--- src/rtl/ascii_decimal_frame_parser_assert.svh ---
// Assertion macros shared by the parser RTL.
`ifndef ASCII_DECIMAL_FRAME_PARSER_ASSERT_SVH
`define ASCII_DECIMAL_FRAME_PARSER_ASSERT_SVH

// Same-cycle implication, checked outside reset.
`define ADFP_ASSERT_NOW(label, ante, cons) \
  label: assert property (@(posedge clk) disable iff (rst) (ante) |-> (cons)) \
    else $error("adfp same-cycle check failed");

// Next-cycle implication, checked outside reset.
`define ADFP_ASSERT_NEXT(label, ante, cons) \
  label: assert property (@(posedge clk) disable iff (rst) (ante) |=> (cons)) \
    else $error("adfp next-cycle check failed");

`endif

--- src/rtl/adfp_pkg.sv ---
`default_nettype none
package adfp_pkg;

  localparam int BUFFER_DEPTH = 32;
  localparam int PTR_W = $clog2(BUFFER_DEPTH + 1);

  // Only frame positions 1 to 16 are ever decoded.
  localparam int FRAME_BYTES = 16;

  localparam logic [7:0] CH_SPACE = 8'h20;
  localparam logic [7:0] CH_ZERO = 8'h30;
  localparam logic [7:0] CH_START = 8'h73;
  localparam logic [7:0] CH_DECODE = 8'h61;
  localparam logic [7:0] DIGIT_BIAS = 8'd48;

  localparam int REF_W = 16;
  localparam int POS_W = 22;

  typedef logic [PTR_W-1:0] ptr_t;

  // Entry 0 holds frame position 1.
  typedef logic [FRAME_BYTES-1:0][7:0] frame_t;

  typedef struct packed {
    logic [REF_W-1:0] first_reference;
    logic [REF_W-1:0] second_reference;
    logic [REF_W-1:0] interval_value;
    logic [POS_W-1:0] position_value;
  } result_t;

endpackage
`default_nettype wire

--- src/rtl/adfp_frame_store.sv ---
`default_nettype none
module adfp_frame_store (
  input  wire logic            clk,
  input  wire logic            rst,
  input  wire logic            wr_en,
  input  wire logic [7:0]      ch,
  output adfp_pkg::frame_t     frame
);

  adfp_pkg::ptr_t write_pointer;
  adfp_pkg::ptr_t ptr_eff;
  logic           has_room;

  always_comb begin
    ptr_eff = (ch == adfp_pkg::CH_START) ? '0 : write_pointer;
    has_room = ptr_eff < adfp_pkg::PTR_W'(adfp_pkg::BUFFER_DEPTH);
  end

  always_ff @(posedge clk) begin
    if (rst) begin
      write_pointer <= '0;
      frame <= '0;
    end else if (wr_en) begin
      if (has_room) begin
        write_pointer <= ptr_eff + adfp_pkg::PTR_W'(1);
        for (int j = 0; j < adfp_pkg::FRAME_BYTES; j++) begin
          if (ptr_eff == adfp_pkg::PTR_W'(j + 1)) begin
            frame[j] <= ch;
          end
        end
      end else begin
        write_pointer <= ptr_eff;
      end
    end
  end

endmodule
`default_nettype wire

--- src/rtl/adfp_decode.sv ---
`default_nettype none
module adfp_decode (
  input  wire adfp_pkg::frame_t  frame,
  output adfp_pkg::result_t      result
);

  localparam int W = adfp_pkg::POS_W;

  logic [adfp_pkg::FRAME_BYTES-1:0][7:0] digit;
  logic [W-1:0] first_sum;
  logic [W-1:0] second_sum;
  logic [W-1:0] interval_sum;
  logic [W-1:0] position_sum;

  function automatic logic [W-1:0] weigh(input logic [7:0] d, input int unsigned scale);
    return W'(d) * W'(scale);
  endfunction

  always_comb begin
    for (int k = 0; k < adfp_pkg::FRAME_BYTES; k++) begin
      digit[k] = frame[k] - adfp_pkg::DIGIT_BIAS;
    end
    // The three-digit references carry their extra factor of 100 in the weights.
    first_sum = weigh(digit[0], 10000) + weigh(digit[1], 1000) + weigh(digit[2], 100);
    second_sum = weigh(digit[3], 10000) + weigh(digit[4], 1000) + weigh(digit[5], 100);
    interval_sum = weigh(digit[6], 10000) + weigh(digit[7], 1000)
                 + weigh(digit[8], 100) + weigh(digit[9], 10) + W'(digit[10]);
    position_sum = weigh(digit[11], 10000) + weigh(digit[12], 1000)
                 + weigh(digit[13], 100) + weigh(digit[14], 10) + W'(digit[15]);
    result.first_reference = first_sum[adfp_pkg::REF_W-1:0];
    result.second_reference = second_sum[adfp_pkg::REF_W-1:0];
    result.interval_value = interval_sum[adfp_pkg::REF_W-1:0];
    result.position_value = position_sum;
  end

endmodule
`default_nettype wire

--- src/rtl/ascii_decimal_frame_parser.sv ---
// A decode byte is held in the input register and then sets out_valid in the result register.
// Throughput: one byte per cycle; the input register, frame store and result register
// all advance together, and only a decode byte waits for a stalled result register.
// Reset clears the write pointer, the stored frame bytes to zero and both valid flags.
`default_nettype none
`include "ascii_decimal_frame_parser_assert.svh"
module ascii_decimal_frame_parser (
  input  wire logic        clk,
  input  wire logic        rst,
  input  wire logic        in_valid,
  output logic             in_stall,
  input  wire logic [7:0]  rx_byte,
  output logic             out_valid,
  input  wire logic        out_stall,
  output logic [15:0]      first_reference,
  output logic [15:0]      second_reference,
  output logic [15:0]      interval_value,
  output logic [21:0]      position_value
);

  logic              stage_valid;
  logic [7:0]        stage_byte;
  logic              stage_is_a;
  logic              proceed;
  logic              advance;
  logic [7:0]        store_ch;
  adfp_pkg::frame_t  frame;
  adfp_pkg::result_t decoded;

  always_comb begin
    stage_is_a = stage_byte == adfp_pkg::CH_DECODE;
    proceed = !stage_is_a || !out_valid || !out_stall;
    advance = stage_valid && proceed;
    in_stall = stage_valid && !proceed;
    store_ch = (stage_byte == adfp_pkg::CH_SPACE) ? adfp_pkg::CH_ZERO : stage_byte;
  end

  always_ff @(posedge clk) begin
    if (rst) begin
      stage_valid <= 1'b0;
    end else if (in_valid && !in_stall) begin
      stage_valid <= 1'b1;
    end else if (advance) begin
      stage_valid <= 1'b0;
    end
  end

  always_ff @(posedge clk) begin
    if (in_valid && !in_stall) begin
      stage_byte <= rx_byte;
    end
  end

  adfp_frame_store u_store (
    .clk   (clk),
    .rst   (rst),
    .wr_en (advance),
    .ch    (store_ch),
    .frame (frame)
  );

  adfp_decode u_decode (
    .frame  (frame),
    .result (decoded)
  );

  always_ff @(posedge clk) begin
    if (rst) begin
      out_valid <= 1'b0;
    end else if (advance && stage_is_a) begin
      out_valid <= 1'b1;
    end else if (!out_stall) begin
      out_valid <= 1'b0;
    end
  end

  always_ff @(posedge clk) begin
    if (advance && stage_is_a) begin
      first_reference <= decoded.first_reference;
      second_reference <= decoded.second_reference;
      interval_value <= decoded.interval_value;
      position_value <= decoded.position_value;
    end
  end

  `ADFP_ASSERT_NEXT(a_gives_result, advance && stage_is_a, out_valid)
  `ADFP_ASSERT_NOW(plain_byte_never_stalls, stage_valid && !stage_is_a, !in_stall)
  `ADFP_ASSERT_NOW(result_from_decode_byte, $rose(out_valid), $past(advance && stage_is_a))

endmodule
`default_nettype wire

--- config.mk ---
export PLATFORM = sky130hd
export DESIGN_NAME = ascii_decimal_frame_parser
export DESIGN_NICKNAME = d
export VERILOG_FILES = /design/src/rtl/adfp_pkg.sv /design/src/rtl/adfp_frame_store.sv /design/src/rtl/adfp_decode.sv /design/src/rtl/ascii_decimal_frame_parser.sv
export VERILOG_INCLUDE_DIRS = /design/src /design/src/rtl
export SDC_FILE = /design/constraint.sdc
export NUM_CORES = 1
export LEC_CHECK = 0
export BUFFER_PORTS_ARGS = -buffer_cell sky130_fd_sc_hd__buf_2
export CAP_MARGIN = 20
export CORE_MARGIN = 5
export CORE_UTILIZATION = 48
export CTS_CLUSTER_SIZE = 20
export DETAILED_ROUTE_END_ITERATION = 10
export GPL_ROUTABILITY_DRIVEN = 1
export GPL_TIMING_DRIVEN = 0
export PLACE_DENSITY = 0.69
export REMOVE_ABC_BUFFERS = 1
export SLEW_MARGIN = 30
export SYNTH_ARGS = -nofsm -noshare
export SYNTH_HDL_FRONTEND = slang
export SYNTH_SLANG_ARGS = --single-unit
--- constraint.sdc ---
create_clock -name clk -period 9.9 [get_ports clk]
set_input_delay 0.99 -clock clk [delete_from_list [all_inputs] [get_ports clk]]
set_output_delay 0.99 -clock clk [all_outputs]
set_load 0.005 [all_outputs]
After elaboration in Yosys (flattened, before gate mapping)
Cells that the tools add are included.
{"block": "totals", "ff_bits": 214, "inputBits": 12, "out_inout_bits": 72, "wordCells": 123}
{"block": "classes", "n_addsub": 29, "mul": 14, "order_cmp": 1, "n_eq_ne": 20, "n_mux": 7, "n_reduce_logical": 28}
{"cell": "$sub A8 B6 Y8 const B", "count": 16}
{"cell": "$mul A8 B5 Y13 const B", "count": 4}
{"cell": "$add A16 B15 Y16", "count": 3}
{"cell": "$add A16 B16 Y16", "count": 3}
{"cell": "$eq A6 B4 Y1 const B", "count": 8}
{"cell": "$reduce_and A3 Y1", "count": 16}
{"cell": "$mul A8 B7 Y13 const B", "count": 3}
{"cell": "$mul A8 B10 Y12 const B", "count": 3}
{"cell": "$eq A6 B3 Y1 const B", "count": 4}
{"cell": "$add A22 B12 Y22", "count": 1}
{"cell": "$add A22 B15 Y22", "count": 1}
{"cell": "$add A22 B18 Y22", "count": 1}
{"cell": "$add A22 B8 Y22", "count": 1}
{"cell": "$mul A8 B3 Y11 const B", "count": 2}
{"cell": "$mul A8 B10 Y18 const B", "count": 1}
{"cell": "$add A16 B12 Y16", "count": 1}
{"cell": "$add A16 B8 Y16", "count": 1}
{"cell": "$eq A8 B7 Y1 const B", "count": 2}
{"cell": "$mul A8 B7 Y15 const B", "count": 1}
{"cell": "$eq A6 B2 Y1 const B", "count": 2}
{"cell": "$mux W6", "count": 2}
{"cell": "$eq A8 B6 Y1 const B", "count": 1}
{"cell": "$mux W8", "count": 1}
{"cell": "$add A6 B1 Y6 const B", "count": 1}
{"cell": "other kinds (9)", "count": 20}

Logic depth before layout (Yosys ltp)
Gate-level depths: netlist of the first run.
{"block": "depth", "word_depth": 9, "ltp_mapped": 29}

By module
A second synthesis of the first run with hierarchy kept.
{"block": "hier_totals", "hier_cells": 2350, "area_unflattened_um2": 23699.0}
{"module": "adfp_decode", "n_inst": 1, "cells_each": 1750, "area_per_inst_um2": 15886.5}
{"module": "adfp_frame_store", "n_inst": 1, "cells_each": 497, "area_per_inst_um2": 5248.8}
{"module": "ascii_decimal_frame_parser", "n_inst": 1, "cells_each": 103, "area_per_inst_um2": 2563.7}

Least setup slack after synthesis of the first run
No wires, ideal clock.
{"block": "synth_path", "path_kind": "reg-to-reg", "start": "reg u_store.frame[100] in the netlist's numbering", "end": "reg position_value[21] (data pin)", "arrival_time_ps": 6428, "setup_slack_ps": 3206, "stages_incl_launch_ff": 28, "path_buffers": 0, "synth_period_minus_slack_ps": 6694, "path_cell_list": "dfxtp_1 > inv_1 > ha_1 > xnor2_1 > fa_1 > inv_1 > fa_1 > inv_1 > fa_1 > inv_1 > ha_1 > inv_1 > o21bai_1 > a21oi_1 > o21ai_0 > xnor2_1 > fa_1 > inv_1 > ha_1 > ha_1 > ha_1 > a21o_1 > a21oi_1 > o211ai_1 > a211oi_1 > a21oi_1 > a31oi_1 > xnor2_1"}
{"element": "start, declared", "line_no": "adfp_frame_store.sv:7", "text": "output adfp_pkg::frame_t frame"}
{"element": "start signal, assigned by index", "line_no": "adfp_frame_store.sv:28", "text": "frame[j] <= ch;"}
{"element": "end signal, assigned", "line_no": "ascii_decimal_frame_parser.sv:82", "text": "position_value <= decoded.position_value;"}
{"element": "end, declared", "line_no": "ascii_decimal_frame_parser.sv:18", "text": "output logic [21:0] position_value"}

==> impl_metrics.prom, run 1 <==
# TYPE chip_impl_metric gauge
chip_impl_info{name="status",value="complete, no violations"} 1
chip_impl_metric{name="yosysWarningCount",unit=""} 0
chip_impl_metric{name="seq_area_frac_synth",unit="%"} 21.14
chip_impl_info{name="crit_end",value="position_value[21]"} 1
chip_impl_metric{name="grtUsageMet1",unit="%"} 23.31
chip_impl_metric{name="antenna_cells",unit=""} 0
chip_impl_metric{name="pwr-share-seq",unit="%"} 42.9
chip_impl_metric{name="detailed_route_iter0_violations",unit=""} 790
chip_impl_metric{name="final_layout_worst_hold_slack",unit="ns"} 0.4725
chip_impl_metric{name="cp_slowest_stage_delay",unit="ns"} 0.55
chip_impl_metric{name="post_cts_resize_count",unit=""} 0
chip_impl_metric{name="post_route_cells_drive_above_1_share",unit="%"} 7.160
chip_impl_metric{name="rows",unit=""} 81
chip_impl_metric{name="dp_hpwl",unit="mm"} 39.13
chip_impl_metric{name="design.final.nets",unit=""} 3196
chip_impl_metric{name="report.final.setup_viol",unit=""} 0
chip_impl_metric{name="vias",unit=""} 16386
chip_impl_info{name="critical_setup_path_kind",value="reg2reg"} 1
chip_impl_metric{name="syn-instance-count",unit=""} 2440
chip_impl_info{name="cts_tree",value="yes"} 1
chip_impl_metric{name="drt-total-wl",unit="mm"} 48.03
chip_impl_metric{name="post-layout-total-power",unit="mW"} 2.134
chip_impl_metric{name="report.final.slew_viol_count",unit=""} 0
chip_impl_metric{name="ys_async_sr_fraction",unit="%"} 0
chip_impl_metric{name="layout.filler_cells",unit=""} 4310
chip_impl_metric{name="port_buffers",unit=""} 79
chip_impl_metric{name="r2r.worst_path.cells",unit=""} 27
chip_impl_info{name="layout.cells.most_common_list",value="sky130_fd_sc_hd__ha_1 (467), sky130_fd_sc_hd__inv_1 (429), sky130_fd_sc_hd__a21oi_1 (208)"} 1
chip_impl_metric{name="detailedRoute.firstPassIterationCount",unit=""} 5
chip_impl_metric{name="layout_min_cycle_time",unit="ns"} 7.407
chip_impl_info{name="unrepaired_setup_endpoints_after_global_routing",value="false"} 1
chip_impl_metric{name="final-seq-area",unit="um2"} 4945
chip_impl_metric{name="grt_remaining_overflow",unit=""} 0
chip_impl_metric{name="final_min_period_over_clock_period",unit="%"} 74.82
chip_impl_info{name="r2r-start",value="u_store.frame[100]"} 1
chip_impl_metric{name="met2_demand_to_capacity_share_in_global_routing",unit="%"} 33.56
chip_impl_metric{name="start_util",unit="%"} 48.19
chip_impl_metric{name="grt_first_pass_wirelength",unit="mm"} 81.54
chip_impl_metric{name="die_y",unit="um"} 230.8
chip_impl_metric{name="cts_buffer_depth",unit=""} 3
chip_impl_metric{name="finalHoldViolCount",unit=""} 0
chip_impl_metric{name="cts-hold-fix-buffers",unit=""} 0
chip_impl_metric{name="setup_tns",unit="ns"} 0
chip_impl_metric{name="drt_drc_violations_left",unit=""} 0
chip_impl_metric{name="switching_share",unit="%"} 25.95
chip_impl_metric{name="final_antenna_net_count",unit=""} 0
chip_impl_metric{name="power_leakage",unit="nW"} 12.47
chip_impl_metric{name="cts_clk_pin_slew_worst_paths",unit="ns"} 0.06
chip_impl_metric{name="gp_congestion",unit=""} 0.8577
chip_impl_metric{name="numCtsBuffers",unit=""} 25
chip_impl_metric{name="i_o_pin_count",unit=""} 84
chip_impl_info{name="ys.flop_type",value="sky130_fd_sc_hd__dfxtp_1"} 1
chip_impl_metric{name="syn_area",unit="um2"} 23390
chip_impl_metric{name="maximum_number_of_pins_on_one_net_before_global_route_repair",unit=""} 89
chip_impl_metric{name="synth.ff_latch_count",unit=""} 210
chip_impl_metric{name="fin_area",unit="um2"} 25470
chip_impl_metric{name="grt_antenna_before_repair",unit=""} 0
chip_impl_info{name="critPathCaptureType",value="flop"} 1
chip_impl_metric{name="synth-edff-count",unit=""} 74
chip_impl_metric{name="clock_skew",unit="ns"} 0.01866
chip_impl_info{name="critical_path.slowest_cell",value="sky130_fd_sc_hd__fa_1"} 1
chip_impl_metric{name="route.detailed.vias_per_inst",unit=""} 5.202
chip_impl_metric{name="internal_power",unit="mW"} 1.580
chip_impl_info{name="final_common_cell",value="sky130_fd_sc_hd__ha_1"} 1
chip_impl_metric{name="cts_htree_levels",unit=""} 1
chip_impl_metric{name="worstMarginPinSlew",unit="ns"} 0.7428
chip_impl_metric{name="grt_util_met3",unit="%"} 2.152
chip_impl_metric{name="cp_data_required_time",unit="ns"} 10.18
chip_impl_metric{name="fp.coreArea",unit="um2"} 48550
chip_impl_metric{name="globalRouteTotalUtil",unit="%"} 18.27
chip_impl_metric{name="timing.slew.headroom",unit="%"} 50.48
chip_impl_info{name="cts_root_buffer",value="sky130_fd_sc_hd__clkbuf_16"} 1
chip_impl_metric{name="multiInputGateArea",unit="um2"} 16580
chip_impl_metric{name="cts_sinks",unit=""} 210
chip_impl_info{name="holdCritPathClass",value="reg2reg"} 1
chip_impl_metric{name="worst-endpoint-arrival",unit="ns"} 7.69
chip_impl_metric{name="area_delta_synth_final",unit="%"} 8.873
chip_impl_metric{name="share_clk_of_total_power",unit="%"} 43.5
chip_impl_metric{name="clk-insertion-delay-late",unit="ns"} 0.55
chip_impl_metric{name="detailed_place.area",unit="um2"} 24630
chip_impl_metric{name="synth.lib_cells_used.distinct",unit=""} 59
chip_impl_metric{name="power.density_cell_area",unit="nW/um2"} 83.78
chip_impl_metric{name="ir_worst_vdd",unit="mV"} 0.1110
chip_impl_metric{name="drt-wirelength-per-cell",unit="um"} 15.25
chip_impl_info{name="timing.rr.end",value="position_value[21]"} 1
chip_impl_metric{name="fmax",unit="MHz"} 135.0
chip_impl_info{name="critical_path.startpoint",value="u_store.frame[100]"} 1
chip_impl_info{name="critPathMostFrequentCell",value="sky130_fd_sc_hd__inv_1"} 1
chip_impl_metric{name="worst-r2r-setup-slack",unit="ns"} 2.49
chip_impl_metric{name="timing.critical_path.fanout_max",unit=""} 6
chip_impl_info{name="cp-start-kind",value="flop"} 1
chip_impl_metric{name="die_wd",unit="um"} 230.8
chip_impl_metric{name="die_footprint",unit="um2"} 53250
chip_impl_metric{name="postSynthAreaPerCell",unit="um2"} 9.588
chip_impl_metric{name="first_global_vias",unit=""} 16867
chip_impl_metric{name="power.switching",unit="uW"} 553.7
chip_impl_metric{name="comb_power_share",unit="%"} 13.6
chip_impl_info{name="grt_busiest_layer",value="met2"} 1
chip_impl_metric{name="max_capacitance_violation_count",unit=""} 0
chip_impl_metric{name="hold_depth",unit=""} 2
chip_impl_metric{name="post_cts_buffers",unit=""} 0
synthesized netlist by cell type, types with 4 or more instances:
| cell type | count | area (um2) |
|---|---|---|
| sky130_fd_sc_hd__o21bai_1 | 14 | 105.1 |
| sky130_fd_sc_hd__buf_2 | 12 | 60.06 |
| sky130_fd_sc_hd__xor2_1 | 71 | 621.9 |
| sky130_fd_sc_hd__o31ai_1 | 4 | 30.03 |
| sky130_fd_sc_hd__o311ai_0 | 4 | 35.03 |
| sky130_fd_sc_hd__nand2_4 | 4 | 45.04 |
| sky130_fd_sc_hd__a41oi_1 | 4 | 35.03 |
| sky130_fd_sc_hd__nor3_1 | 12 | 60.06 |
| sky130_fd_sc_hd__inv_1 | 429 | 1610 |
| sky130_fd_sc_hd__a211oi_2 | 4 | 50.05 |
| sky130_fd_sc_hd__nand3_1 | 99 | 495.5 |
| sky130_fd_sc_hd__nand2b_1 | 17 | 106.4 |
| sky130_fd_sc_hd__nand2_2 | 9 | 56.30 |
| sky130_fd_sc_hd__a211oi_1 | 13 | 97.59 |
| sky130_fd_sc_hd__edfxtp_1 | 74 | 2222 |
| sky130_fd_sc_hd__nor2_1 | 84 | 315.3 |
| sky130_fd_sc_hd__nand2_1 | 151 | 566.8 |
| sky130_fd_sc_hd__or2_2 | 4 | 25.02 |
| sky130_fd_sc_hd__buf_4 | 7 | 52.55 |
| sky130_fd_sc_hd__clkbuf_1 | 36 | 135.1 |
| sky130_fd_sc_hd__o21a_1 | 4 | 30.03 |
| sky130_fd_sc_hd__fa_1 | 205 | 4104 |
| sky130_fd_sc_hd__dfxtp_1 | 136 | 2723 |
| sky130_fd_sc_hd__a21o_1 | 40 | 300.3 |
| sky130_fd_sc_hd__xnor2_1 | 151 | 1323 |
| sky130_fd_sc_hd__mux2i_1 | 27 | 270.3 |
| sky130_fd_sc_hd__a21boi_0 | 11 | 82.58 |
| sky130_fd_sc_hd__nor2b_1 | 19 | 118.9 |
| sky130_fd_sc_hd__ha_1 | 470 | 5881 |
| sky130_fd_sc_hd__o21ai_0 | 62 | 310.3 |
| sky130_fd_sc_hd__or3_1 | 7 | 43.79 |
| sky130_fd_sc_hd__a21oi_1 | 208 | 1041 |
layer usage:
metal	routed length (um)	vias to the layer above
met3	1859	64
met2	24380	258
li1	-	8173
met5	0	-
met1	20790	7891
met4	992	0
flip-flops by register name (all words and copies together), names as in the netlist, 6 cells and up:
name	cells
u_store.frame	128
stage_byte	8
interval_value	16
first_reference	14
u_store.write_pointer	6
position_value	22
second_reference	14
power groups by stage:
stage | logic, mW | clock network (mW) | registers, mW
final | 0.291 | 0.928 | 0.915
after global routing | 0.327 | 0.991 | 0.915
after CTS | 0.291 | 0.954 | 0.916
after detailed placement | 0.289 | 0 | 0.935
after global placement | 0.251 | 0 | 0.949
after floorplan | 0.203 | 0 | 0.934
how the worst min path moves through the flow:
stage                            start            endpoint
global route         u_store.frame[87]   u_store.frame[87]
CTS                 u_store.frame[111]  u_store.frame[111]
floorplan           u_store.frame[120]   position_value[0]
detailed placement  u_store.frame[111]  u_store.frame[111]
finish               u_store.frame[82]   u_store.frame[82]
global placement     u_store.frame[87]   u_store.frame[87]
worst max-delay path, delay by kind of cell, from the launching register on:
family | cells | cell delay, ns
AOI/OAI and AO/OA | 9 | 1.84
adders and majority gates | 9 | 3.71
xor gates and xnor gates | 3 | 0.62
DFF | 1 | 0.46
buffers and inverters | 6 | 0.49
through the flow:
stage	util, %	worst slack [ns]	cells
2_1_floorplan	-	3.206	2382
3_3_place_gp	50.03	2.591	3083
3_5_place_dp	50.73	2.470	3103
4_1_cts	52.43	2.414	3149
5_1_grt	52.47	1.961	3150
6_report	52.47	2.493	3150
cell families after synthesis:
logic type               share of synthesized area, %
AO/OA/AOI/OAI                                   9.664
XOR/XNOR                                        8.407
adder cells (fa/ha/maj)                         42.68
buffers and inverters                           8.135
flip-flops                                      21.14
multiplexers                                    1.155
other                                         0.01603
AND/OR/NAND/NOR                                 8.808
cell type report:
cell class / instances / share of cell area (%)
Sequential cell: 210 / 19.41
Tap cell: 622 / 3.055
Clock buffer: 37 / 2.923
Timing Repair Buffer: 100 / 2.869
Inverter: 429 / 6.322
Multi-Input combinational cell: 1743 / 65.10
Clock inverter: 9 / 0.3193
(Power assumes the default switching activity.)
==> run 2, diff against run 1 <==
==> constraint.sdc (replaced) <==
create_clock -name clk -period 7.55 [get_ports clk]
set_input_delay 0.755 -clock clk [delete_from_list [all_inputs] [get_ports clk]]
set_output_delay 0.755 -clock clk [all_outputs]
set_load 0.005 [all_outputs]
==> impl_metrics.prom, run 2 (same netlist as run 1, synthesis figures left out) <==
# TYPE chip_impl_metric gauge
chip_impl_metric{name="grt_antenna_before_repair",unit=""} 0
chip_impl_info{name="critical_path.slowest_cell",value="sky130_fd_sc_hd__dfxtp_1"} 1
chip_impl_metric{name="layout_min_cycle_time",unit="ns"} 7.110
chip_impl_info{name="layout.cells.most_common_list",value="sky130_fd_sc_hd__ha_1 (466), sky130_fd_sc_hd__inv_1 (429), sky130_fd_sc_hd__a21oi_1 (208)"} 1
chip_impl_metric{name="share_clk_of_total_power",unit="%"} 43.5
chip_impl_metric{name="cp_slowest_stage_delay",unit="ns"} 0.56
chip_impl_metric{name="clk-insertion-delay-late",unit="ns"} 0.55
chip_impl_metric{name="area_delta_synth_final",unit="%"} 9.060
chip_impl_metric{name="final_layout_worst_hold_slack",unit="ns"} 0.3801
chip_impl_info{name="hold_path_startpoint",value="rx_byte[5]"} 1
chip_impl_metric{name="final-seq-area",unit="um2"} 4952
chip_impl_metric{name="fin_area",unit="um2"} 25510
chip_impl_metric{name="first_global_vias",unit=""} 16867
chip_impl_metric{name="max_capacitance_violation_count",unit=""} 0
chip_impl_info{name="status",value="complete, no violations"} 1
chip_impl_metric{name="detailedRoute.firstPassIterationCount",unit=""} 5
chip_impl_metric{name="final_antenna_net_count",unit=""} 0
chip_impl_metric{name="timing.critical_path.fanout_max",unit=""} 8
chip_impl_metric{name="largest_register_ffs",unit=""} 128
chip_impl_metric{name="design.final.nets",unit=""} 3196
chip_impl_info{name="max_flop_register",value="u_store.frame"} 1
chip_impl_metric{name="die_y",unit="um"} 230.8
chip_impl_info{name="final_common_cell",value="sky130_fd_sc_hd__ha_1"} 1
chip_impl_metric{name="grt_remaining_overflow",unit=""} 0
chip_impl_metric{name="start_util",unit="%"} 48.19
chip_impl_info{name="critPathCaptureType",value="flop"} 1
chip_impl_metric{name="vias",unit=""} 16358
chip_impl_metric{name="post_route_cells_drive_above_1_share",unit="%"} 7.516
chip_impl_metric{name="post-place-cells",unit=""} 3103
chip_impl_metric{name="port_buffers",unit=""} 79
chip_impl_metric{name="cts_buffer_depth",unit=""} 3
chip_impl_metric{name="rows",unit=""} 81
chip_impl_metric{name="report.final.setup_viol",unit=""} 0
chip_impl_metric{name="maximum_number_of_pins_on_one_net_before_global_route_repair",unit=""} 89
chip_impl_info{name="r2r-start",value="u_store.frame[101]"} 1
chip_impl_metric{name="r2r.worst_path.cells",unit=""} 25
chip_impl_metric{name="cp_data_required_time",unit="ns"} 7.83
chip_impl_metric{name="route.detailed.vias_per_inst",unit=""} 5.193
chip_impl_metric{name="i_o_pin_count",unit=""} 84
chip_impl_metric{name="final_min_period_over_clock_period",unit="%"} 94.17
chip_impl_metric{name="detailed_place.area",unit="um2"} 24630
chip_impl_info{name="critical_setup_path_kind",value="reg2reg"} 1
chip_impl_metric{name="cts_sinks",unit=""} 210
chip_impl_metric{name="fmax",unit="MHz"} 140.7
chip_impl_info{name="holdCritPathClass",value="in2reg"} 1
chip_impl_metric{name="switching_share",unit="%"} 25.95
chip_impl_metric{name="timing.slew.headroom",unit="%"} 50.10
chip_impl_metric{name="power_leakage",unit="nW"} 12.48
chip_impl_metric{name="drt-total-wl",unit="mm"} 48.03
chip_impl_info{name="cp-start-kind",value="flop"} 1
chip_impl_metric{name="pwr-share-seq",unit="%"} 42.9
chip_impl_metric{name="power.density_cell_area",unit="nW/um2"} 109.7
chip_impl_metric{name="internal_power",unit="mW"} 2.072
chip_impl_metric{name="antenna_cells",unit=""} 0
chip_impl_metric{name="final.setup.worst_slack",unit="ns"} 0.4405
chip_impl_metric{name="globalRouteTotalUtil",unit="%"} 18.27
chip_impl_metric{name="multiInputGateArea",unit="um2"} 16620
chip_impl_info{name="cts_tree",value="yes"} 1
chip_impl_metric{name="numCtsBuffers",unit=""} 25
chip_impl_metric{name="detailed_route_iter0_violations",unit=""} 813
chip_impl_info{name="cts_root_buffer",value="sky130_fd_sc_hd__clkbuf_16"} 1
chip_impl_metric{name="cts-hold-fix-buffers",unit=""} 0
chip_impl_metric{name="power.switching",unit="uW"} 726.0
chip_impl_metric{name="clock_skew",unit="ns"} 0.01917
chip_impl_metric{name="drt-wirelength-per-cell",unit="um"} 15.25
chip_impl_metric{name="layout.filler_cells",unit=""} 4309
chip_impl_metric{name="post_cts_buffers",unit=""} 0
chip_impl_metric{name="ir_worst_vdd",unit="mV"} 0.1453
chip_impl_metric{name="comb_power_share",unit="%"} 13.6
chip_impl_metric{name="report.final.slew_viol_count",unit=""} 0
chip_impl_metric{name="cts_clk_pin_slew_worst_paths",unit="ns"} 0.06
chip_impl_metric{name="cts_htree_levels",unit=""} 1
chip_impl_metric{name="finalHoldViolCount",unit=""} 0
chip_impl_metric{name="dp_hpwl",unit="mm"} 39.13
chip_impl_info{name="critPathMostFrequentCell",value="sky130_fd_sc_hd__ha_1"} 1
chip_impl_metric{name="fp.coreArea",unit="um2"} 48550
chip_impl_metric{name="die_wd",unit="um"} 230.8
chip_impl_metric{name="layout.cells.non_filler",unit=""} 3150
chip_impl_info{name="top_regs",value="u_store.frame x128, position_value x22, interval_value x16"} 1
chip_impl_metric{name="worstMarginPinSlew",unit="ns"} 0.7485
chip_impl_info{name="crit_end",value="position_value[21]"} 1
chip_impl_info{name="unrepaired_setup_endpoints_after_global_routing",value="false"} 1
chip_impl_metric{name="drt_drc_violations_left",unit=""} 0
chip_impl_metric{name="grt_first_pass_wirelength",unit="mm"} 81.54
chip_impl_metric{name="worst-endpoint-arrival",unit="ns"} 7.39
chip_impl_metric{name="die_footprint",unit="um2"} 53250
chip_impl_metric{name="worst-r2r-setup-slack",unit="ns"} 0.44
chip_impl_metric{name="placement.setup.worst_slack",unit="ns"} 0.1198
chip_impl_info{name="timing.rr.end",value="position_value[21]"} 1
chip_impl_metric{name="gp_congestion",unit=""} 0.8577
chip_impl_metric{name="setup_tns",unit="ns"} 0
chip_impl_info{name="critical_path.startpoint",value="u_store.frame[101]"} 1
-- run 2: cell count changes in the layout (fill, tap and decap cells not counted) --
cell,before,now
sky130_fd_sc_hd__a211oi_2,4,5
sky130_fd_sc_hd__dfxtp_2,0,6
sky130_fd_sc_hd__ha_4,0,1
sky130_fd_sc_hd__xor2_4,0,1
sky130_fd_sc_hd__ha_1,467,466
sky130_fd_sc_hd__a211oi_1,13,12
sky130_fd_sc_hd__xor2_1,71,70
sky130_fd_sc_hd__dfxtp_1,136,130
-- run 2: area by class of cell --
cell class / instances / share of cell area (%)
flip-flops and latches: 210 / 19.41
multi-input cells: 1743 / 65.13
inverters: 429 / 6.311
clock inverters: 9 / 0.3188
repair buffers: 100 / 2.864
clock buffers: 37 / 2.918
well taps: 622 / 3.050
-- run 2: repair_timing --
action	in CTS	in global routing
hold endpoints to repair	0	0
gates resized for setup	0	11
setup endpoints to repair	0	3
-- run 2: through the flow --
| step | total power [mW] | util, % |
|---|---|---|
| floorplan | 1.491 | - |
| global placement | 1.574 | 50.03 |
| CTS | 2.834 | 52.43 |
| global route | 2.927 | 52.56 |
| finish | 2.798 | 52.56 |
| detailed placement | 1.604 | 50.73 |
-- run 2: layer usage --
layer	wire, um	GRT usage, %
met1	20870	23.31
met2	24380	33.56
met3	1757	2.152
met4	1020	3.548
met5	0	0
-- run 2: worst min-delay path by stage --
stage | end | slack [ns] | cells after the start
floorplan | position_value[0] | 0.41 | 0
global placement | u_store.frame[87] | 0.46 | 2
detailed placement | u_store.frame[111] | 0.46 | 2
finish | stage_byte[5] | 0.38 | 1
global route | stage_byte[5] | 0.35 | 1
CTS | stage_byte[5] | 0.35 | 1
-- run 2: worst max-delay path, delay by kind of cell (launching register included) --
kind	cells	cell delay, ns
buffers and inverters	4	0.31
DFF	1	0.56
AOI/OAI and AO/OA	8	1.65
xor gates and xnor gates	3	0.68
adders and majority gates	10	3.62
-- run 2: power by group through the flow --
| stage | Clock, mW | Sequential, mW | Combinational [mW] |
|---|---|---|---|
| floorplan | 0 | 1.22 | 0.266 |
| global placement | 0 | 1.25 | 0.329 |
| CTS | 1.25 | 1.20 | 0.382 |
| finish | 1.22 | 1.20 | 0.382 |
| detailed placement | 0 | 1.23 | 0.378 |
| global route | 1.30 | 1.20 | 0.429 |
